==> src/jss_pkg.sv <==
// Shared types and constants for the Jacobi stencil sweep.
// No dependencies; every other file except jss_line_buf imports this package.
package jss_pkg;

  localparam int unsigned IDX_W    = 10;
  localparam int unsigned CFG_W    = 11;
  localparam int unsigned MIN_SIDE = 4;
  localparam int unsigned GRID_RST = 1024;

  typedef logic [IDX_W-1:0] idx_t;
  typedef logic [CFG_W-1:0] cfg_t;

  typedef enum logic [1:0] {
    CNT3 = 2'd0,
    CNT4 = 2'd1,
    CNT5 = 2'd2
  } count_e;

  typedef struct packed {
    idx_t row;
    idx_t col;
    logic done;
  } tag_t;

endpackage

==> src/jss_divider.sv <==
// Pipelined divide of the stencil sum by 3, 4 or 5 via reciprocal multiply,
// with saturation and absolute change. Depends on jss_pkg.
module jss_divider import jss_pkg::*; #(
  parameter  int unsigned VW    = 32,
  localparam int unsigned SUM_W = VW + 3
) (
  input  logic                    clk_i,
  input  logic                    rst_ni,
  input  logic                    in_valid_i,
  output logic                    in_ready_o,
  input  logic signed [SUM_W-1:0] sum_i,
  input  logic signed [VW-1:0]    centre_i,
  input  count_e                  cnt_i,
  input  tag_t                    tag_i,
  output logic                    out_valid_o,
  input  logic                    out_ready_i,
  output logic signed [VW-1:0]    nv_o,
  output logic [VW-1:0]           ad_o,
  output tag_t                    tag_o
);

  localparam int unsigned MAG_W  = VW + 2;
  localparam int unsigned K      = VW + 5;
  localparam int unsigned MLO    = MAG_W / 2;
  localparam int unsigned MHI    = MAG_W - MLO;
  localparam int unsigned RLO    = K / 2;
  localparam int unsigned RHI    = K - RLO;
  localparam int unsigned PROD_W = MAG_W + K;

  localparam logic [K:0]       POW_K  = {1'b1, {K{1'b0}}};
  localparam logic [K-1:0]     RECIP3 = K'((POW_K + (K+1)'(2)) / (K+1)'(3));
  localparam logic [K-1:0]     RECIP4 = K'(POW_K >> 2);
  localparam logic [K-1:0]     RECIP5 = K'((POW_K + (K+1)'(4)) / (K+1)'(5));
  localparam logic [MAG_W-1:0] QMAX_POS = MAG_W'({1'b0, {(VW-1){1'b1}}});
  localparam logic [MAG_W-1:0] QMAX_NEG = MAG_W'({1'b1, {(VW-1){1'b0}}});

  logic [6:1] v_q;
  logic [6:1] rdy;

  logic signed [SUM_W-1:0] sum1_q;
  logic signed [VW-1:0]    ctr1_q, ctr2_q, ctr3_q, ctr4_q, ctr5_q;
  count_e                  cnt1_q;
  tag_t                    tag1_q, tag2_q, tag3_q, tag4_q, tag5_q, tag6_q;
  logic                    neg2_q, neg3_q, neg4_q;
  logic [MAG_W-1:0]        mag2_q, q4_q;
  logic [K-1:0]            rcp2_q;
  logic [MLO+RLO-1:0]      pp_ll_q;
  logic [MLO+RHI-1:0]      pp_lh_q;
  logic [MHI+RLO-1:0]      pp_hl_q;
  logic [MHI+RHI-1:0]      pp_hh_q;
  logic signed [VW-1:0]    nv5_q, nv6_q;
  logic [VW-1:0]           ad6_q;

  logic [SUM_W-1:0]  sum_neg;
  logic [MAG_W-1:0]  mag_d;
  logic [K-1:0]      rcp_d;
  logic [PROD_W-1:0] prod;
  logic [MAG_W-1:0]  q_neg;
  logic signed [VW-1:0] nv_d;
  logic [VW:0]       diff_a, diff_b;

  always_comb begin
    rdy[6] = !v_q[6] || out_ready_i;
    for (int k = 5; k >= 1; k--) begin
      rdy[k] = !v_q[k] || rdy[k+1];
    end
  end

  assign in_ready_o  = rdy[1];
  assign out_valid_o = v_q[6];
  assign nv_o        = nv6_q;
  assign ad_o        = ad6_q;
  assign tag_o       = tag6_q;

  always_ff @(posedge clk_i or negedge rst_ni) begin
    if (!rst_ni) begin
      v_q <= '0;
    end else begin
      if (rdy[1]) begin
        v_q[1] <= in_valid_i;
      end
      for (int k = 2; k <= 6; k++) begin
        if (rdy[k]) begin
          v_q[k] <= v_q[k-1];
        end
      end
    end
  end

  // magnitude and reciprocal
  always_comb begin
    sum_neg = -sum1_q;
    mag_d   = sum1_q[SUM_W-1] ? sum_neg[MAG_W-1:0] : sum1_q[MAG_W-1:0];
    case (cnt1_q)
      CNT3:    rcp_d = RECIP3;
      CNT4:    rcp_d = RECIP4;
      default: rcp_d = RECIP5;
    endcase
  end

  // recombine partial products
  assign prod = PROD_W'(pp_ll_q)
              + (PROD_W'(pp_lh_q) << RLO)
              + (PROD_W'(pp_hl_q) << MLO)
              + (PROD_W'(pp_hh_q) << (MLO + RLO));

  // saturate and restore sign
  always_comb begin
    q_neg = ~q4_q + MAG_W'(1);
    if (neg4_q) begin
      nv_d = (q4_q > QMAX_NEG) ? {1'b1, {(VW-1){1'b0}}} : q_neg[VW-1:0];
    end else begin
      nv_d = (q4_q > QMAX_POS) ? {1'b0, {(VW-1){1'b1}}} : q4_q[VW-1:0];
    end
  end

  assign diff_a = {nv5_q[VW-1], nv5_q} - {ctr5_q[VW-1], ctr5_q};
  assign diff_b = {ctr5_q[VW-1], ctr5_q} - {nv5_q[VW-1], nv5_q};

  always_ff @(posedge clk_i) begin
    if (rdy[1]) begin
      sum1_q <= sum_i;
      ctr1_q <= centre_i;
      cnt1_q <= cnt_i;
      tag1_q <= tag_i;
    end
    if (rdy[2]) begin
      neg2_q <= sum1_q[SUM_W-1];
      mag2_q <= mag_d;
      rcp2_q <= rcp_d;
      ctr2_q <= ctr1_q;
      tag2_q <= tag1_q;
    end
    if (rdy[3]) begin
      pp_ll_q <= (MLO+RLO)'(mag2_q[MLO-1:0])     * (MLO+RLO)'(rcp2_q[RLO-1:0]);
      pp_lh_q <= (MLO+RHI)'(mag2_q[MLO-1:0])     * (MLO+RHI)'(rcp2_q[K-1:RLO]);
      pp_hl_q <= (MHI+RLO)'(mag2_q[MAG_W-1:MLO]) * (MHI+RLO)'(rcp2_q[RLO-1:0]);
      pp_hh_q <= (MHI+RHI)'(mag2_q[MAG_W-1:MLO]) * (MHI+RHI)'(rcp2_q[K-1:RLO]);
      neg3_q  <= neg2_q;
      ctr3_q  <= ctr2_q;
      tag3_q  <= tag2_q;
    end
    if (rdy[4]) begin
      q4_q   <= prod[PROD_W-1:K];
      neg4_q <= neg3_q;
      ctr4_q <= ctr3_q;
      tag4_q <= tag3_q;
    end
    if (rdy[5]) begin
      nv5_q  <= nv_d;
      ctr5_q <= ctr4_q;
      tag5_q <= tag4_q;
    end
    if (rdy[6]) begin
      nv6_q  <= nv5_q;
      ad6_q  <= diff_a[VW] ? diff_b[VW-1:0] : diff_a[VW-1:0];
      tag6_q <= tag5_q;
    end
  end

endmodule

==> config.mk <==
export PLATFORM = sky130hd
export DESIGN_NAME = jss_divider
export DESIGN_NICKNAME = d
export VERILOG_FILES = /design/src/jss_pkg.sv /design/src/jss_divider.sv
export SDC_FILE = /design/constraint.sdc
export NUM_CORES = 2
export LEC_CHECK = 0
export BUFFER_PORTS_ARGS = -buffer_cell sky130_fd_sc_hd__buf_2
export CAP_MARGIN = 20
export CORE_ASPECT_RATIO = 1.1
export CORE_MARGIN = 4
export CORE_UTILIZATION = 50
export CTS_CLUSTER_DIAMETER = 60
export CTS_CLUSTER_SIZE = 24
export DETAILED_ROUTE_END_ITERATION = 12
export PLACE_DENSITY = 0.64
export SLEW_MARGIN = 10
export SYNTH_ARGS = -nofsm -noshare
export SYNTH_HDL_FRONTEND = slang
export SYNTH_SLANG_ARGS = --single-unit
==> constraint.sdc <==
create_clock -name clk_i -period 22.4 [get_ports clk_i]
set_input_delay 2.24 -clock clk_i [delete_from_list [all_inputs] [get_ports clk_i]]
set_output_delay 2.24 -clock clk_i [all_outputs]
set_load 0.05 [all_outputs]
* After elaboration in Yosys (flattened, before gate mapping)
Index checks and enable logic that the tools add are counted.
Operators by class: reduce and logical (&&, ||, !) cells 13, bitwise gates (word level) 1, div/mod/pow operators 0, multiply operators 4, magnitude comparators 2, eq/ne operators 1, multiplexer cells 6, add/sub/neg operators 7, shifts and indexed selects 0
Operator list (number):
- $mux W32 | 4
- $mul A17 B19 Y36 | 2
- $pmux W36 S2 | 1
- $add A56 B71 Y71 | 1
- $mul A17 B18 Y35 | 2
- $add A55 B52 Y56 | 1
- $add A35 B54 Y55 | 1
- $gt A34 B31 Y1 const B | 1
- $gt A34 B32 Y1 const B | 1
- $mux W34 | 1
- $neg A34 Y34 | 1
- $sub A32 B32 Y33 | 1
- $add A32 B1 Y32 const B | 1
- $not A32 Y32 | 1
- $sub A32 B32 Y32 | 1
- $logic_not A1 Y1 | 6
- $logic_or A1 B1 Y1 | 6
- $eq A2 B1 Y1 const B | 1
- $logic_not A2 Y1 | 1
Storage, ports and cells: latch bits 0, flip-flop bits (word level) 675, bits in writable memories 0, memory bits (read-only) 0, logic and storage cells 78, memories 0

* Depth between registers and ports, before layout
depth in word-level cells 7, gate-level depth with buffers 28, mapped depth without buffers 26

* Worst setup path before layout
Ideal clock, no wire load.
path kind input port to output port, start point in out_ready_i, end point out in_ready_o, path slack 12413 ps, path buffers 0, arrival 7747 ps, stages on the path 4, data required time 20160 ps, path through nor2b_1 -> nand3_1 -> nor2_1 -> nand3_1
Between the ends: word-level cells in the longest chain between the ends 6
RTL lines:
- from (decl) | line jss_divider.sv:16 | input logic out_ready_i,
- $logic_or A1 B1 Y1 | line jss_divider.sv:63 | rdy[6] = !v_q[6] || out_ready_i;
- $logic_or A1 B1 Y1 (2 in a row) | line jss_divider.sv:65 | rdy[k] = !v_q[k] || rdy[k+1];
- net rdy (one bit) | line jss_divider.sv:38 | logic [6:1] rdy;
- $logic_or A1 B1 Y1 (3 in a row) | line jss_divider.sv:65
- to (decl) | line jss_divider.sv:10 | output logic in_ready_o,
The timed path passes the listed nets, and every way through them passes these cells.

==> results_dict.tcl <==
set metrics [dict create \
    syn_nets 5309 \
    gr-usage-met3_pct 4.28 \
    critPathMostFrequentCell "fa_1" \
    whs_ps 414 \
    max_slew_margin_pct 26.9 \
    cp_num_cells 24 \
    async_reset_ff_share_pct 0.960 \
    synthCells 4143 \
    num_rows 119 \
    dieArea_mm2 0.103 \
    grtUsageMet2_pct 36.6 \
    ios 181 \
    cpPeakStageDelay_ps 630 \
    portBuffers 180 \
    antenna_found_initial 13 \
    cp_slowest_cell "fa_1" \
    post_drt_wl_per_cell_um 20.5 \
    postCtsHoldBufs 0 \
    grt-busiest-layer "met2" \
    hold_class "reg -> reg" \
    post_cts.repair.setup_buffers 0 \
    netlist_area_mm2 0.0488 \
    rsz0062_at_grt "no" \
    placed_area_mm2 0.0512 \
    gp_congestion 0.941 \
    hold_violations 0 \
    clk_pin_slew_worst_paths_ps 80 \
    clock-sinks 625 \
    design.core.area_mm2 0.0963 \
    status "completed" \
    cts_buffer_depth 3 \
    end_kind "flop" \
    htreeDepth 2 \
    die_h_um 336 \
    area_delta_synth_final_pct 8.78 \
    path_class "reg -> reg" \
    crit_arrival_ps 8100 \
    cap_viol_max_count 0 \
    crit_chain "buf_4 > nand2_1 > fa_1 > fa_1 > inv_1 > fa_1 > inv_1 > fa_1 > inv_1 > fa_1 > inv_1 > fa_1 > inv_1 > ha_1 > o21a_1 > a211oi_1 > nand4bb_1 > nand2_1 > o31ai_1 > nand2_1 > o31ai_1 > o21ai_0 > o21ai_0 > xnor2_1" \
    firstDrtPassIters 5 \
    drt_wl_total_mm 116 \
    crit_family "adder cells" \
    finish.net_count 5498 \
    hpwlAfterDp_mm 98.7 \
    cp_max_fo 40 \
    numCtsBuffers 48 \
    cts_resized 0 \
    avgSynthCellArea_um2 11.8 \
    yosysSeqAreaShare_pct 38.4 \
    initial_core_util_pct 50.6 \
    start_kind "flop" \
    yosysUniqueCellTypes 70 \
    multi_input_area_mm2 0.0264 \
    die_w_um 306 \
    fmax_mhz 130 \
    vias 29500 \
    slew_viol_final 0 \
    route.detailed.drc 0 \
    critPathBufInv 6 \
    clock-root-buffer "clkbuf_16" \
    setup_tns_ps 0 \
    track_usage_pct 22.9 \
    drtAntennaViolNets 0 \
    worst_pin_slew_ps 1100 \
    viasPerCell 5.24 \
    grt_max_degree 86 \
    ys_ff_latch 625 \
    fin_area_mm2 0.0530 \
    synth_edf_count 619 \
    r2r_cells 24 \
    fillers 8269 \
    setup_viol 0 \
    drtIter0Drc 1828 \
    grt_pass1_wl_mm 178 \
    min_period_ps 7690 \
    grt.overflow.total 0 \
    fin_skew_ps 29.8 \
    grtUsageMet1_pct 31.9 \
    finalCritPeriodShare_pct 34.3 \
    ys.flop_type "edfxtp_1" \
    cp.required_ps 22810 \
    regArea_mm2 0.0187 \
    insertion_delay_ps 660 \
    drive_gt1_share_pct 7.10 \
    yosysWarnings 0 \
    grt_pass1_vias 30300 \
    cts_tree "yes" \
    min_path_cells 0 \
]
-- final timing paths --
| path | from | end | slack, ps |
|---|---|---|---|
| min in group asynchronous | rst_ni | v_q[2] | 1410 |
| max in group asynchronous | rst_ni | v_q[3] | 20830 |
| worst max register to register | rcp2_q[33] | pp_ll_q[32] | 14710 |
| worst max-delay path | rcp2_q[33] | pp_ll_q[32] | 14710 |
| worst min register to register | tag3_q[3] | tag4_q[3] | 410 |
| worst min-delay path | tag3_q[3] | tag4_q[3] | 410 |
-- state kept, by name, indices dropped and copies added (netlist names), 34 cells and up --
register / count
sum1_q: 35
mag2_q: 34
pp_hl_q: 35
q4_q: 34
pp_hh_q: 36
pp_lh_q: 36
-- cells in the mapped netlist, drive strengths merged, types with 22 or more instances --
library cell / instances / share of area, %
a211oi: 22 / 0.34
a21o: 100 / 1.5
a21oi: 170 / 1.7
a31oi: 29 / 0.37
and2: 113 / 1.4
and3: 23 / 0.30
clkbuf: 50 / 0.38
edfxtp: 619 / 38
fa: 497 / 20
ha: 575 / 15
inv: 909 / 7.0
nand2: 170 / 1.3
nand2b: 32 / 0.41
nand3: 55 / 0.56
nand4: 31 / 0.40
nor2: 116 / 0.89
nor2b: 28 / 0.36
nor3: 30 / 0.32
o21ai: 112 / 1.1
o21bai: 28 / 0.43
o311ai: 24 / 0.45
xnor2: 134 / 2.4
xor2: 70 / 1.3
-- per-layer routing --
| metal | vias to the layer above | share of wire, % |
|---|---|---|
| li1 | 14200 | - |
| met2 | 731 | 46 |
| met3 | 148 | 6.2 |
| met5 | - | 0.044 |
| met4 | 8 | 3.1 |
| met1 | 14400 | 44 |
-- placed cells by master (no fill, tap or decap), types with 7 or more instances in the layout --
cell and n:
clkbuf_16 49, clkinv_8 13, nand3_1 53, or3_1 20
o21bai_1 28, a211o_1 10, xnor2_1 134, o21ai_0 112
a221o_1 8, a21boi_0 7, fa_1 497, mux2i_1 11
o21a_1 18, a31oi_1 29, a21o_1 100, nand4_1 31
edfxtp_1 619, nor4_1 7, and2_1 113, a211oi_1 22
ha_1 575, nor2b_1 28, nor3_1 29, o211ai_1 7
or2_2 7, nor2_1 116, nand2b_1 32, o311ai_1 19
inv_1 907, o31ai_1 21, xor2_1 70, and4_1 8
a21oi_1 169, and3_1 23, nand2_1 167, buf_2 180
o41ai_1 7, buf_4 16
-- layout make-up --
class | instances | area share [%]
timing repair buffer | 197 | 1.98
clock inverter | 37 | 1.10
tap | 1270 | 3.00
antenna | 2 | 0.00943
multi-input combinational | 2551 | 49.8
sequential | 625 | 35.3
inverter | 909 | 6.44
clock buffer | 50 | 2.32
-- metrics by stage --
stage,setup slack [ps],std cells,util (%)
floorplan,12410,4143,-
global placement,14830,5551,53.1
detailed placement,14680,5551,53.1
CTS,14680,5638,55.0
global route,14260,5640,55.1
finish,14710,5641,55.1
-- kinds of logic after synthesis --
group           share of synthesized area, %
fa+ha+maj                               35.2
buf+inv                                 7.47
simple gates                            6.83
flops                                   38.4
compound gates                          8.11
xor+xnor                                3.66
mux                                    0.341
Power is not shown: default switching activity piles up to over one toggle a cycle in this logic, so the estimate is an artifact.
