## src/jss_pkg.sv

```systemverilog
// Shared types and constants for the Jacobi stencil sweep.
// No dependencies; every other file except jss_line_buf imports this package.
package jss_pkg;

  localparam int unsigned IDX_W    = 10;
  localparam int unsigned CFG_W    = 11;
  localparam int unsigned MIN_SIDE = 4;
  localparam int unsigned GRID_RST = 1024;

  typedef logic [IDX_W-1:0] idx_t;
  typedef logic [CFG_W-1:0] cfg_t;

  typedef enum logic [1:0] {
    CNT3 = 2'd0,
    CNT4 = 2'd1,
    CNT5 = 2'd2
  } count_e;

  typedef struct packed {
    idx_t row;
    idx_t col;
    logic done;
  } tag_t;

endpackage

```

## src/jss_if.sv

```systemverilog


interface jss_result_if import jss_pkg::*; #(
  parameter int unsigned VW = 32
) ();
  logic                 valid;
  logic                 ready;
  logic signed [VW-1:0] new_value;
  idx_t                 cell_row;
  idx_t                 cell_col;
  logic                 pass_done;
  logic [VW-1:0]        max_change;

  modport source (output valid, output new_value, output cell_row, output cell_col,
                  output pass_done, output max_change, input ready);
  modport sink   (input valid, input new_value, input cell_row, input cell_col,
                  input pass_done, input max_change, output ready);
endinterface

```

## src/jss_report.sv

```systemverilog
// Output register of the sweep: running maximum of change and end-of-pass report.
// Depends on jss_pkg and jss_result_if.
module jss_report import jss_pkg::*; #(
  parameter int unsigned VW = 32
) (
  input  logic                 clk_i,
  input  logic                 rst_ni,
  input  logic                 restart_i,
  input  logic                 valid_i,
  output logic                 ready_o,
  input  logic signed [VW-1:0] nv_i,
  input  logic [VW-1:0]        ad_i,
  input  tag_t                 tag_i,
  jss_result_if.source         out_if
);

  logic                 ov_q;
  logic [VW-1:0]        max_q;
  logic signed [VW-1:0] nv_q;
  idx_t                 row_q;
  idx_t                 col_q;
  logic                 done_q;
  logic [VW-1:0]        mx_q;
  logic                 load;

  assign ready_o = !ov_q || out_if.ready;
  assign load    = valid_i && ready_o;

  assign out_if.valid      = ov_q;
  assign out_if.new_value  = nv_q;
  assign out_if.cell_row   = row_q;
  assign out_if.cell_col   = col_q;
  assign out_if.pass_done  = done_q;
  assign out_if.max_change = mx_q;

  always_ff @(posedge clk_i or negedge rst_ni) begin
    if (!rst_ni) begin
      ov_q  <= 1'b0;
      max_q <= '0;
    end else begin
      if (ready_o) begin
        ov_q <= valid_i;
      end
      if (restart_i) begin
        max_q <= '0;
      end else if (load) begin
        if (tag_i.done) begin
          max_q <= '0;
        end else if (ad_i > max_q) begin
          max_q <= ad_i;
        end
      end
    end
  end

  always_ff @(posedge clk_i) begin
    if (load) begin
      if (tag_i.done) begin
        nv_q   <= '0;
        row_q  <= '0;
        col_q  <= '0;
        done_q <= 1'b1;
        mx_q   <= max_q;
      end else begin
        nv_q   <= nv_i;
        row_q  <= tag_i.row;
        col_q  <= tag_i.col;
        done_q <= 1'b0;
        mx_q   <= '0;
      end
    end
  end

endmodule

```

## src/flat_wrapper.sv

```systemverilog
// flat-port wrapper written by rule: the top's interface ports become plain ports
module jss_report_flat import jss_pkg::*;
#(
  parameter int unsigned VW = 32
)
  (clk_i, rst_ni, restart_i, valid_i, ready_o, nv_i, ad_i, tag_i, out_if_valid, out_if_new_value, out_if_cell_row, out_if_cell_col, out_if_pass_done, out_if_max_change, out_if_ready);
  jss_result_if #(.VW(VW)) out_if_i ();
  input  logic clk_i;
  input  logic rst_ni;
  input  logic restart_i;
  input  logic valid_i;
  output logic ready_o;
  input  logic signed [VW-1:0] nv_i;
  input  logic [VW-1:0] ad_i;
  input  tag_t tag_i;
  output wire logic [$bits(out_if_i.valid)-1:0] out_if_valid;
  output wire logic [$bits(out_if_i.new_value)-1:0] out_if_new_value;
  output wire logic [$bits(out_if_i.cell_row)-1:0] out_if_cell_row;
  output wire logic [$bits(out_if_i.cell_col)-1:0] out_if_cell_col;
  output wire logic [$bits(out_if_i.pass_done)-1:0] out_if_pass_done;
  output wire logic [$bits(out_if_i.max_change)-1:0] out_if_max_change;
  input wire logic [$bits(out_if_i.ready)-1:0] out_if_ready;
  assign out_if_valid = out_if_i.valid;
  assign out_if_new_value = out_if_i.new_value;
  assign out_if_cell_row = out_if_i.cell_row;
  assign out_if_cell_col = out_if_i.cell_col;
  assign out_if_pass_done = out_if_i.pass_done;
  assign out_if_max_change = out_if_i.max_change;
  assign out_if_i.ready = out_if_ready;
  jss_report #(.VW(VW)) u_core (.clk_i(clk_i), .rst_ni(rst_ni), .restart_i(restart_i), .valid_i(valid_i), .ready_o(ready_o), .nv_i(nv_i), .ad_i(ad_i), .tag_i(tag_i), .out_if(out_if_i));
endmodule
```

## config.mk

```make
export PLATFORM = sky130hd
export DESIGN_NAME = jss_report_flat
export DESIGN_NICKNAME = d
export VERILOG_FILES = /design/src/jss_pkg.sv /design/src/jss_if.sv /design/src/jss_report.sv /design/src/flat_wrapper.sv
export SDC_FILE = /design/constraint.sdc
export NUM_CORES = 1
export LEC_CHECK = 0
export BUFFER_PORTS_ARGS = -buffer_cell sky130_fd_sc_hd__buf_2
export CORE_ASPECT_RATIO = 0.75
export CORE_UTILIZATION = 32
export CTS_CLUSTER_SIZE = 16
export DETAILED_ROUTE_END_ITERATION = 16
export PLACE_DENSITY = 0.56
export SKIP_CTS_REPAIR_TIMING = 1
export SLEW_MARGIN = 10
export SYNTH_ARGS = -nofsm -noshare
export SYNTH_HDL_FRONTEND = slang
export SYNTH_SLANG_ARGS = --single-unit
```

## constraint.sdc

```tcl
create_clock -name clk_i -period 4.1 [get_ports clk_i]
set_clock_uncertainty 0.2 [all_clocks]
set_input_delay 0.82 -clock clk_i [delete_from_list [all_inputs] [get_ports clk_i]]
set_output_delay 0.82 -clock clk_i [all_outputs]
set_load 0.02 [all_outputs]
```

# Word-level counts from Yosys, hierarchy flattened
# Index checks and enable logic that the tools add are counted.
dict set report word_totals {
  regBits 118
  latchBits 0
  ram_bits 0
  rom_bits 0
  inputBits 90
  output_inout_bits 87
  wordCells 19
  n_memories 0
}
dict set report op_classes {
  add_sub_neg 0
  mul 0
  n_div 0
  order_cmp 1
  eq_ne 0
  shifts 0
  muxes 5
  bitwise_logic 0
  n_reduce_logical 6
}
# operator count
set ops {}
lappend ops {{$mux 32} 4}
lappend ops {{$gt 32x32->1} 1}
lappend ops {{$reduce_bool 3->1} 1}
lappend ops {{$reduce_and 2->1} 1}
lappend ops {{$reduce_bool 2->1} 1}
lappend ops {{$logic_and 1x1->1} 1}
lappend ops {{$logic_not 1->1} 1}
lappend ops {{$logic_or 1x1->1} 1}
lappend ops {{$mux 1} 1}

# Depth between registers and ports, before layout
# Gate-level depths: netlist of the first run.
dict set report logic_depth {
  ltp_word 5
  depth_mapped 10
  mapped_depth_nobuf 8
}

# Least setup slack after synthesis of the first run
# Ideal clock, no wire load.
dict set report synth_timing {
  path_type {in2reg}
  from {in out_if_ready}
  to {reg u_core.max_q[0]}
  setup_ns 0.122
  arrival_ns 3.653
  t_required_ns 3.778
  path_slack_ns 0.125
  path_stages 6
  path_buffers 1
  cell_sequence {nand2b_1 nand2_1 inv_1 o32ai_4 buf_4 a32o_1}
}
dict set report synth_between {
  elab_chain_cells 4
}
# element line_no
set synth_rtl {}
lappend synth_rtl {{start, declared} flat_wrapper.sv:22} ;# input wire logic [$bits(out_if_i.ready)-1:0] out_if_ready;
lappend synth_rtl {{$logic_or 1x1->1} jss_report.sv:26} ;# assign ready_o = !ov_q || out_if.ready;
lappend synth_rtl {{$logic_and 1x1->1} jss_report.sv:27} ;# assign load = valid_i && ready_o;
lappend synth_rtl {{via u_core.load} jss_report.sv:24} ;# logic load;
lappend synth_rtl {{$reduce_bool 2->1 (no line)} -}
lappend synth_rtl {{$reduce_and 2->1 (no line)} -}
lappend synth_rtl {{end signal, assigned} jss_report.sv:50} ;# max_q <= ad_i;
lappend synth_rtl {{end, declared} jss_report.sv:18} ;# logic [VW-1:0] max_q;
# The timed path passes the listed nets, and every way through them passes these cells.
# A chain may end at the register's enable or synchronous reset.

# Worst setup path after layout of the first run
dict set report layout_timing {
  from {in ad_i[27]}
  to {reg u_core.max_q[25]}
}
dict set report layout_between {
  elab_chain_cells 3
}
# element line_no
set layout_rtl {}
lappend layout_rtl {{start, declared} flat_wrapper.sv:14} ;# input logic [VW-1:0] ad_i;
lappend layout_rtl {{$gt 32x32->1} jss_report.sv:49} ;# end else if (ad_i > max_q) begin
lappend layout_rtl {{$reduce_bool 3->1 (no line)} -}
lappend layout_rtl {{$reduce_and 2->1 (no line)} -}
# Every way passes these cells.

==> results of run 1 <==
==> cell usage in the layout, fill, tap and decap left out <==
cell,Yosys,final
a221oi_1,2,2
clkbuf_16,0,17
clkinv_2,0,8
and4_2,1,1
nor4_2,1,1
a22oi_2,1,1
clkinv_4,0,1
clkbuf_1,11,1
inv_6,0,1
nand3_1,2,2
bufinv_16,0,2
and4_1,2,2
edfxtp_1,85,85
a31oi_1,1,1
a21oi_1,14,14
ha_1,32,32
nor3_1,2,2
or4_1,2,2
nor2_2,0,1
nand2_1,10,10
a21bo_2,1,1
a21o_1,1,1
and2_1,32,32
inv_1,33,32
nand2b_1,2,2
nand4_2,1,1
dfrtp_1,33,33
nor2_1,3,2
o21ai_0,5,5
o32ai_4,1,1
nand4_1,6,6
or2_1,2,2
buf_2,0,176
a32o_1,32,32
buf_4,3,6
nor2b_1,53,53
o211ai_1,1,1
clkinvlp_4,0,3
==> state kept, by name, summed over array words and instances, names as in the netlist <==
| name | flops |
|---|---|
| u_core.out_if.cell_row | 10 |
| u_core.out_if.max_change | 32 |
| u_core.out_if.valid | 1 |
| u_core.out_if.pass_done | 1 |
| u_core.max_q | 32 |
| u_core.out_if.new_value | 32 |
| u_core.out_if.cell_col | 10 |
==> cells by family after synthesis <==
family,count (synthesis)
buffers and inverters,52
AOI/OAI and AO/OA,59
DFF,118
adders and majority gates,32
and+or+nand+nor,119
==> worst max-delay path by stage <==
stage	startpoint	endpoint	slack [ns]	cells after the start
finish	ad_i[27]	u_core.max_q[25]	0.63	9
global route	ad_i[27]	u_core.max_q[12]	0.45	9
CTS	ad_i[27]	u_core.max_q[25]	0.64	9
detailed placement	ad_i[27]	u_core.max_q[25]	0.23	9
global placement	ad_i[27]	u_core.max_q[31]	0.35	9
floorplan	out_if_ready	u_core.max_q[0]	0.13	6
==> report_power, final <==
| part | leakage [nW] | internal [mW] | switching [mW] | total (mW) |
|---|---|---|---|---|
| logic | 1.36 | 0.125 | 0.213 | 0.338 |
| registers | 1.29 | 1.35 | 0.0191 | 1.37 |
| clock network | 0.275 | 0.887 | 0.533 | 1.42 |
==> cells in the mapped netlist (2+ instances only) <==
| cell type | count |
|---|---|
| nand2_1 | 10 |
| nand4_1 | 6 |
| nor3_1 | 2 |
| ha_1 | 32 |
| nand2b_1 | 2 |
| inv_1 | 33 |
| or2_1 | 2 |
| o21ai_0 | 5 |
| and2_1 | 32 |
| or4_1 | 2 |
| nor2_1 | 3 |
| nor2b_1 | 53 |
| a221oi_1 | 2 |
| and4_1 | 2 |
| edfxtp_1 | 85 |
| clkbuf_1 | 11 |
| a32o_1 | 32 |
| a21oi_1 | 14 |
| nand3_1 | 2 |
| buf_4 | 3 |
| buf_8 | 3 |
| dfrtp_1 | 33 |
==> layer usage <==
layer	up-vias	share of wire (%)
li1	1753	-
met1	1771	47
met3	15	6.3
met5	-	0
met2	126	45
met4	0	1.4
==> worst max-delay path, delay by kind of cell <==
family | cells | cell delay, ns
compound gates | 3 | 0.93
fa+ha+maj | 1 | 0.31
buf+inv | 2 | 0.48
simple gates | 3 | 1.06
==> stage by stage <==
stage	cells	worst slack [ns]	cell area, sq um
floorplan	380	0.1254	5261
global placement	753	0.3489	6330
detailed placement	753	0.2297	6330
CTS	785	0.6428	6894
global route	785	0.4451	6894
finish	785	0.6316	6894
==> final cells by class <==
cell class,count,area [sq um]
clock buffer,18,429.2
multi-input combinational,210,1638
fill,1515,9171
tap,210,262.8
inverter,33,125.1
clock inverter,14,135.1
timing repair buffer,182,925.9
sequential,118,3378
==> impl_metrics.env, run 1 <==
export IMPL_fin_util_pct=42.91
export IMPL_drt_iter0_drc=120
export IMPL_firstDrtPassIters=4
export IMPL_maxCapViolCount=0
export IMPL_num_antenna_cells=0
export IMPL_vdd_ir_drop_max_mv=0.2314
export IMPL_fin_nets=684
export IMPL_max_freq_mhz=288.3
export IMPL_clk_latency_ns=0.41
export IMPL_hold_slack_ns=0.3023
export IMPL_critPathSlowestCell="o32ai_4"
export IMPL_r2r_end="u_core.max_q[25]"
export IMPL_synth_compound_area_share_pct=9.584
export IMPL_crit_chain="buf_2, ha_1, nand4_1, or4_1, nor4_2, a21oi_1, o32ai_4, buf_4, a32o_1"
export IMPL_fin_setup_tns_ns=0
export IMPL_ys_seq_area_share_pct=64.21
export IMPL_rrSetupSlack_ns=0.74
export IMPL_r2r_cells=9
export IMPL_reg2reg_from="u_core.max_q[27]"
export IMPL_cp_end_kind="register"
export IMPL_initial_core_util_pct=32.75
export IMPL_met3_usage_pct=4.355
export IMPL_cts_buffer_depth=2
export IMPL_met2_usage_pct=22.78
export IMPL_top_usage_layer="met2"
export IMPL_yosys_warnings=0
export IMPL_synthXorXnorAreaFrac_pct=0
export IMPL_synth_top_area_share_pct=48.51
export IMPL_async_reset_ff_share_pct=27.97
export IMPL_power_density_mw_per_mm2=453.8
export IMPL_synthMuxAreaShare_pct=0
export IMPL_die_area_sq_mm=0.01696
export IMPL_relSlewSlack_pct=26.04
export IMPL_synth_cell_type_count=33
export IMPL_gp_congestion=0.7945
export IMPL_slowest_delay_ns=0.64
export IMPL_antenna_found_initial=0
export IMPL_synth_nets=502
export IMPL_drt_total_wl_microns=12210
export IMPL_post_route_period_util_pct=84.60
export IMPL_status="finished clean"
export IMPL_grt_use_total_pct=14.88
export IMPL_grt_max_degree=86
export IMPL_power_leakage_nw=2.924
export IMPL_gr_usage_met1_pct=19.83
export IMPL_critPathKind="in2reg"
export IMPL_grt_pass1_wl_microns=18730
export IMPL_rsz0062_at_grt="false"
export IMPL_ios=177
export IMPL_p_total_mw=3.128
export IMPL_dieHeight_microns=113.0
export IMPL_area_growth_synth_to_final_pct=31.03
export IMPL_hpwl_microns=8412
export IMPL_critical_path_max_fanout=19
export IMPL_drc=0
export IMPL_htree_levels=4
export IMPL_port_buffers=176
export IMPL_syn_inst=380
export IMPL_hp_class="in2async"
export IMPL_die_width_microns=150.1
export IMPL_tritoncts="built"
export IMPL_grt_overflow=0
export IMPL_clkTransAtPathRegs_ns=0.06
export IMPL_synth_edff_count=85
export IMPL_avgSynthCellArea_sq_um=13.85
export IMPL_synth_area_top_cells="edfxtp_1 (49%), dfrtp_1 (16%), ha_1 (7.6%), nor2b_1 (6.3%), a32o_1 (6.1%)"
export IMPL_worst_pin_slew_ns=1.109
export IMPL_synth_simple_area_share_pct=13.89
export IMPL_coreArea_sq_mm=0.01607
export IMPL_wl_per_cell_microns=15.56
export IMPL_drv_slew=0
export IMPL_synth_top_family_by_area="simple AND/OR/NAND/NOR gates"
export IMPL_yosys_area_share_adder_pct=7.610
export IMPL_finalCriticalPeriod_ns=3.468
export IMPL_netlist_area_sq_mm=0.005261
export IMPL_cp_required_ns=4.24
export IMPL_ys_flop_type="edfxtp_1"
export IMPL_cp_start_kind="primary input"
export IMPL_worstPathArrival_ns=3.61
export IMPL_cts_made_buffers=17
export IMPL_ant_nets=0
export IMPL_cts_sinks=118
export IMPL_vias=3665
export IMPL_grt_pass1_vias=3570
export IMPL_synth_seq_cells=118
export IMPL_layout_drive_gt1_share_pct=38.43
export IMPL_yosysTopAreaCell="edfxtp_1"
export IMPL_finalHoldViolCount=0
export IMPL_clockRootBuffer="clkbuf_16"
export IMPL_vias_per_cell=4.669
export IMPL_num_rows=40
export IMPL_setup_viol=0
No activity file was read; power rests on OpenSTA's default activity.
==> run 2, diff against run 1 <==
Settings changed: PLACE_DENSITY 0.56 to 0.58.
Clock period 4.1 ns to 2.8 ns, I/O delays scaled along.
==> run 2 against run 1 <==
- cell count rose by 3.2%
- largest cell class unchanged
- non-clock buffer count rose by 23
- critical endpoint is now u_core.max_q[11]
- worst hold slack got worse by 0.25 ns
==> impl_metrics.env, run 2 (synthesis results as in run 1) <==
export IMPL_r2r_cells=9
export IMPL_hp_class="in2async"
export IMPL_coreArea_sq_mm=0.01607
export IMPL_max_freq_mhz=360.8
export IMPL_pre_cts_slack_ns=-0.3442
export IMPL_design_area_sq_mm=0.007196
export IMPL_hold_slack_ns=0.04790
export IMPL_setup_viol=0
export IMPL_finalHoldViolCount=0
export IMPL_worstPathArrival_ns=2.87
export IMPL_firstDrtPassIters=4
export IMPL_grt_pass1_vias=3815
export IMPL_maxCapViolCount=0
export IMPL_n_fill_cell=1487
export IMPL_clockRootBuffer="clkbuf_16"
export IMPL_cts_buffer_depth=2
export IMPL_area_growth_synth_to_final_pct=36.77
export IMPL_clkTransAtPathRegs_ns=0.06
export IMPL_port_buffers=176
export IMPL_hpwl_microns=8747
export IMPL_dp_cells=774
export IMPL_num_rows=40
export IMPL_r2r_end="u_core.max_q[11]"
export IMPL_clk_latency_ns=0.41
export IMPL_worst_pin_slew_ns=0.8238
export IMPL_layout_setup_ws_ns=0.02805
export IMPL_dpl_cell_area_sq_mm=0.006518
export IMPL_antenna_found_initial=2
export IMPL_fin_util_pct=44.79
export IMPL_drc=0
export IMPL_power_density_mw_per_mm2=640.6
export IMPL_ant_nets=0
export IMPL_power_leakage_nw=3.062
export IMPL_layout_area_seq_sq_mm=0.003378
export IMPL_vdd_ir_drop_max_mv=0.3356
export IMPL_relSlewSlack_pct=45.08
export IMPL_fin_setup_tns_ns=0
export IMPL_grt_max_degree=86
export IMPL_wl_per_cell_microns=15.30
export IMPL_grt_overflow=0
export IMPL_cp_start_kind="register"
export IMPL_rsz0062_at_grt="true"
export IMPL_drt_total_wl_microns=12390
export IMPL_ios=177
export IMPL_post_route_period_util_pct=99.00
export IMPL_critical_path_max_fanout=16
export IMPL_fin_cells=810
export IMPL_p_total_mw=4.609
export IMPL_drv_slew=0
export IMPL_gp_congestion=0.8114
export IMPL_dieHeight_microns=113.0
export IMPL_final_common_cell="buf_2"
export IMPL_reg2reg_from="u_core.max_q[27]"
export IMPL_die_area_sq_mm=0.01696
export IMPL_htree_levels=4
export IMPL_grt_pass1_wl_microns=19290
export IMPL_multiInputGateArea_sq_mm=0.001725
export IMPL_initial_core_util_pct=32.75
export IMPL_rrSetupSlack_ns=0.03
export IMPL_tritoncts="built"
export IMPL_cts_made_buffers=17
export IMPL_layout_common_cells="buf_2 (176), edfxtp_1 (85), nor2b_1 (53), dfrtp_1 (33)"
export IMPL_fin_nets=707
export IMPL_vias_per_cell=4.654
export IMPL_cp_required_ns=2.89
export IMPL_cp_end_kind="register"
export IMPL_vias=3770
export IMPL_status="finished clean"
export IMPL_layout_drive_gt1_share_pct=42.31
export IMPL_cts_sinks=118
export IMPL_die_width_microns=150.1
export IMPL_drt_iter0_drc=143
export IMPL_critPathKind="reg2reg"
export IMPL_grt_use_total_pct=15.20
export IMPL_finalCriticalPeriod_ns=2.772
## run 2: cell count changes in the layout (fill, tap and decap cells not counted), sizes merged
cell and change:
buf +23, clkbuf +1, clkinv -3, clkinvlp +3, diode +2, inv -1
## run 2: critical path, stage by stage (launching register included)
cell and delay (ns):
dfrtp_1 0.37, inv_2 0.06, ha_4 0.26, nand4_1 0.19, or4_4 0.58, nor4_4 0.23
a21oi_2 0.08, or2_4 0.27, buf_6 0.16, a32o_1 0.25
## run 2: worst max-delay path by stage
stage,from,to,cells past startpoint
floorplan,out_if_ready,u_core.max_q[0],6
global placement,ad_i[27],u_core.max_q[4],9
detailed placement,ad_i[27],u_core.max_q[18],9
CTS,u_core.max_q[26],u_core.max_q[11],9
global route,u_core.max_q[25],u_core.max_q[11],9
finish,u_core.max_q[27],u_core.max_q[11],9
## run 2: area by class of cell
class	count	share of cell area [%]
sequential	118	46.95
clock inverter	13	1.861
antenna	2	0.06955
multi-input combinational	210	23.98
timing repair buffer	205	15.70
inverter	33	1.774
tap	210	3.652
clock buffer	19	6.016
## run 2: where the power goes
group	internal (mW)	switching [mW]
logic	0.219	0.324
clock network	1.30	0.759
registers	1.98	0.0289
## run 2: layer usage
metal | wire length [microns] | GRT usage, %
met1 | 5453 | 18.18
met2 | 5720 | 24.48
met5 | 13 | 0
met4 | 146 | 5.724
met3 | 1057 | 6.210
==> run 3, diff against run 2 <==
Settings changed: ABC_AREA set to 1, BUFFER_PORTS_ARGS -buffer_cell sky130_fd_sc_hd__buf_2 to -buffer_cell sky130_fd_sc_hd__buf_4, PLACE_DENSITY 0.58 to 0.57.
==> run 3 against run 2 <==
- combinational power rose by 34%
- register-to-register slack improved by 0.41 ns
- synthesized cell count rose by 63%
- largest power group is now sequential cells
- non-clock buffer count fell by 22
- sequential cell count did not move
- worst hold slack improved by 0.11 ns
- power rose by 5.5%
==> impl_metrics.env, run 3 <==
export IMPL_status="finished clean"
export IMPL_critical_path_max_fanout=32
export IMPL_coreArea_sq_mm=0.01708
export IMPL_critPathSlowestCell="dfrtp_1"
export IMPL_port_buffers=176
export IMPL_m1WireLength_microns=6247
export IMPL_hpwl_microns=8874
export IMPL_finalHoldViolCount=0
export IMPL_netlist_area_sq_mm=0.005678
export IMPL_grt_overflow=0
export IMPL_relSlewSlack_pct=61.04
export IMPL_clk_latency_ns=0.42
export IMPL_vias=4299
export IMPL_drt_total_wl_microns=13080
export IMPL_crit_chain="inv_1, ha_1, nand2_1, inv_1, nand2_1, nand2_1, nand2_1, nand3_1, a21oi_1, nand2_1, nand2_2, nand2_4, nand2_4, nand2_1, nand2_1"
export IMPL_firstDrtPassIters=4
export IMPL_synth_commonest_cells="inv_1 (158), nand2_1 (137), nor2_1 (97)"
export IMPL_layout_drive_gt1_share_pct=30.59
export IMPL_drt_iter0_drc=232
export IMPL_ios=177
export IMPL_async_reset_ff_share_pct=27.97
export IMPL_layout_setup_ws_ns=0.4331
export IMPL_crit_end="u_core.max_q[16]"
export IMPL_ant_nets=0
export IMPL_cts_sinks=118
export IMPL_rsz0062_at_grt="false"
export IMPL_multiInputGateArea_sq_mm=0.001760
export IMPL_clkTransAtPathRegs_ns=0.06
export IMPL_layout_common_cells="buf_4 (181), inv_1 (156), nand2_1 (135), nor2_1 (97), edfxtp_1 (85)"
export IMPL_synth_area_top_cells="edfxtp_1 (45%), dfrtp_1 (15%), inv_1 (10%), nand2_1 (9.1%), ha_1 (7.1%)"
export IMPL_wl_met3_microns=707
export IMPL_post_route_period_util_pct=84.53
export IMPL_ys_seq_area_share_pct=59.50
export IMPL_cp_end_kind="register"
export IMPL_power_density_mw_per_mm2=607.8
export IMPL_vias_per_cell=4.094
export IMPL_maxCapViolCount=0
export IMPL_synth_nets=743
export IMPL_clockRootBuffer="clkbuf_16"
export IMPL_r2r_cells=15
export IMPL_yosysTopAreaCell="edfxtp_1"
export IMPL_num_rows=41
export IMPL_cp_startpoint="u_core.max_q[19]"
export IMPL_synth_top_area_share_pct=44.95
export IMPL_synth_edff_count=85
export IMPL_worst_pin_slew_ns=0.5843
export IMPL_fin_nets=923
export IMPL_n_fill_cell=1687
export IMPL_worstPathArrival_ns=2.51
export IMPL_cts_made_buffers=17
export IMPL_power_leakage_nw=4.175
export IMPL_hp_class="in2reg"
export IMPL_yosys_warnings=0
export IMPL_critPathKind="reg2reg"
export IMPL_syn_inst=621
export IMPL_synth_seq_cells=118
export IMPL_tritoncts="built"
export IMPL_cp_start_kind="register"
export IMPL_avgSynthCellArea_sq_um=9.143
export IMPL_grt_pass1_wl_microns=21020
export IMPL_layout_area_seq_sq_mm=0.003378
export IMPL_slowest_delay_ns=0.37
export IMPL_setup_viol=0
export IMPL_p_total_mw=4.862
export IMPL_ys_flop_type="edfxtp_1"
export IMPL_grt_pass1_vias=4105
export IMPL_finalCriticalPeriod_ns=2.367
export IMPL_synth_cell_type_count=19
export IMPL_die_width_microns=155.8
export IMPL_antenna_found_initial=0
export IMPL_final_common_cell="buf_4"
export IMPL_met2WireLength_microns=6016
export IMPL_vdd_ir_drop_max_mv=0.3370
export IMPL_htree_levels=4
export IMPL_drv_slew=0
export IMPL_dieHeight_microns=117.4
export IMPL_synth_most_common_cell="inv_1"
export IMPL_grt_use_total_pct=15.11
export IMPL_gp_congestion=0.7563
export IMPL_die_area_sq_mm=0.01829
export IMPL_crit_path_frequent_cell="nand2_1"
export IMPL_wl_per_cell_microns=12.46
export IMPL_highest_layer="met4"
export IMPL_max_freq_mhz=422.5
export IMPL_grt_max_degree=86
export IMPL_initial_core_util_pct=33.24
export IMPL_cp_required_ns=2.95
export IMPL_cts_buffer_depth=2
export IMPL_pre_cts_slack_ns=0.1555
export IMPL_reg2reg_from="u_core.max_q[19]"
export IMPL_r2r_end="u_core.max_q[16]"
export IMPL_num_antenna_cells=0
export IMPL_rrSetupSlack_ns=0.43
export IMPL_drc=0
export IMPL_area_growth_synth_to_final_pct=40.90
run 3: cell types whose count changed in the layout (fill, tap and decap cells not counted), sizes merged, moves of 5 or more:
cell | before | now
and2 | 32 | 0
nand3 | 2 | 34
nor2 | 3 | 97
inv | 32 | 157
a32o | 32 | 0
nand2 | 10 | 140
buf | 205 | 182
nand4 | 7 | 2
nor2b | 53 | 0
run 3: cell families after synthesis:
group	count (synthesis)	synth area share (%)
AND/OR/NAND/NOR	274	19.30
AO/OA/AOI/OAI	17	1.587
adder cells (fa/ha/maj)	32	7.051
flip-flops	118	59.50
buffers and inverters	180	12.56
run 3: stage by stage:
stage	utilization (%)	cell area, sq um	setup TNS (ns)	cells	hold WS [ns]
after floorplan	-	5912	-7.237	621	0.06441
after global placement	43.47	7426	0	1017	0.2851
after detailed placement	43.47	7426	0	1017	0.2855
after CTS	46.77	7990	0	1049	-0.09068
after global routing	46.83	8000	0	1050	0.1506
final	46.83	8000	0	1050	0.1582
run 3: area by class of cell:
type,instances,share of cell area (%)
clock buffers,17,5.317
clock inverters,15,1.736
inverters,158,7.663
multi-input cells,323,22.01
flip-flops and latches,118,42.23
well taps,236,3.691
repair buffers,183,17.36
run 3: how the worst min path moves through the flow:
stage	startpoint	end	slack, ns	cells after the start
after floorplan	rst_ni	u_core.max_q[0]	0.06	0
after global placement	u_core.max_q[5]	u_core.max_q[5]	0.29	2
after detailed placement	u_core.max_q[16]	u_core.max_q[16]	0.29	2
after CTS	rst_ni	u_core.max_q[2]	-0.09	1
after global routing	valid_i	u_core.out_if.valid	0.15	3
final	valid_i	u_core.out_if.valid	0.16	3
run 3: where the power goes:
| part | total, mW | internal [mW] | switching [mW] |
|---|---|---|---|
| clock | 2.07 | 1.29 | 0.779 |
| sequential | 2.07 | 2.01 | 0.0526 |
| combinational | 0.725 | 0.302 | 0.423 |
run 3: worst max-delay path, delay by kind of cell (launching register included):
kind | cells | cell delay, ns
DFF | 1 | 0.37
adders and majority gates | 1 | 0.28
AOI/OAI and AO/OA | 1 | 0.21
buffers and inverters | 2 | 0.10
and+or+nand+nor | 11 | 1.14
run 3: layer usage:
layer	vias to the layer above	GRT usage [%]
met5	-	0
met1	1949	19.65
met2	108	23.60
li1	2235	-
met3	7	4.878
met4	0	4.963
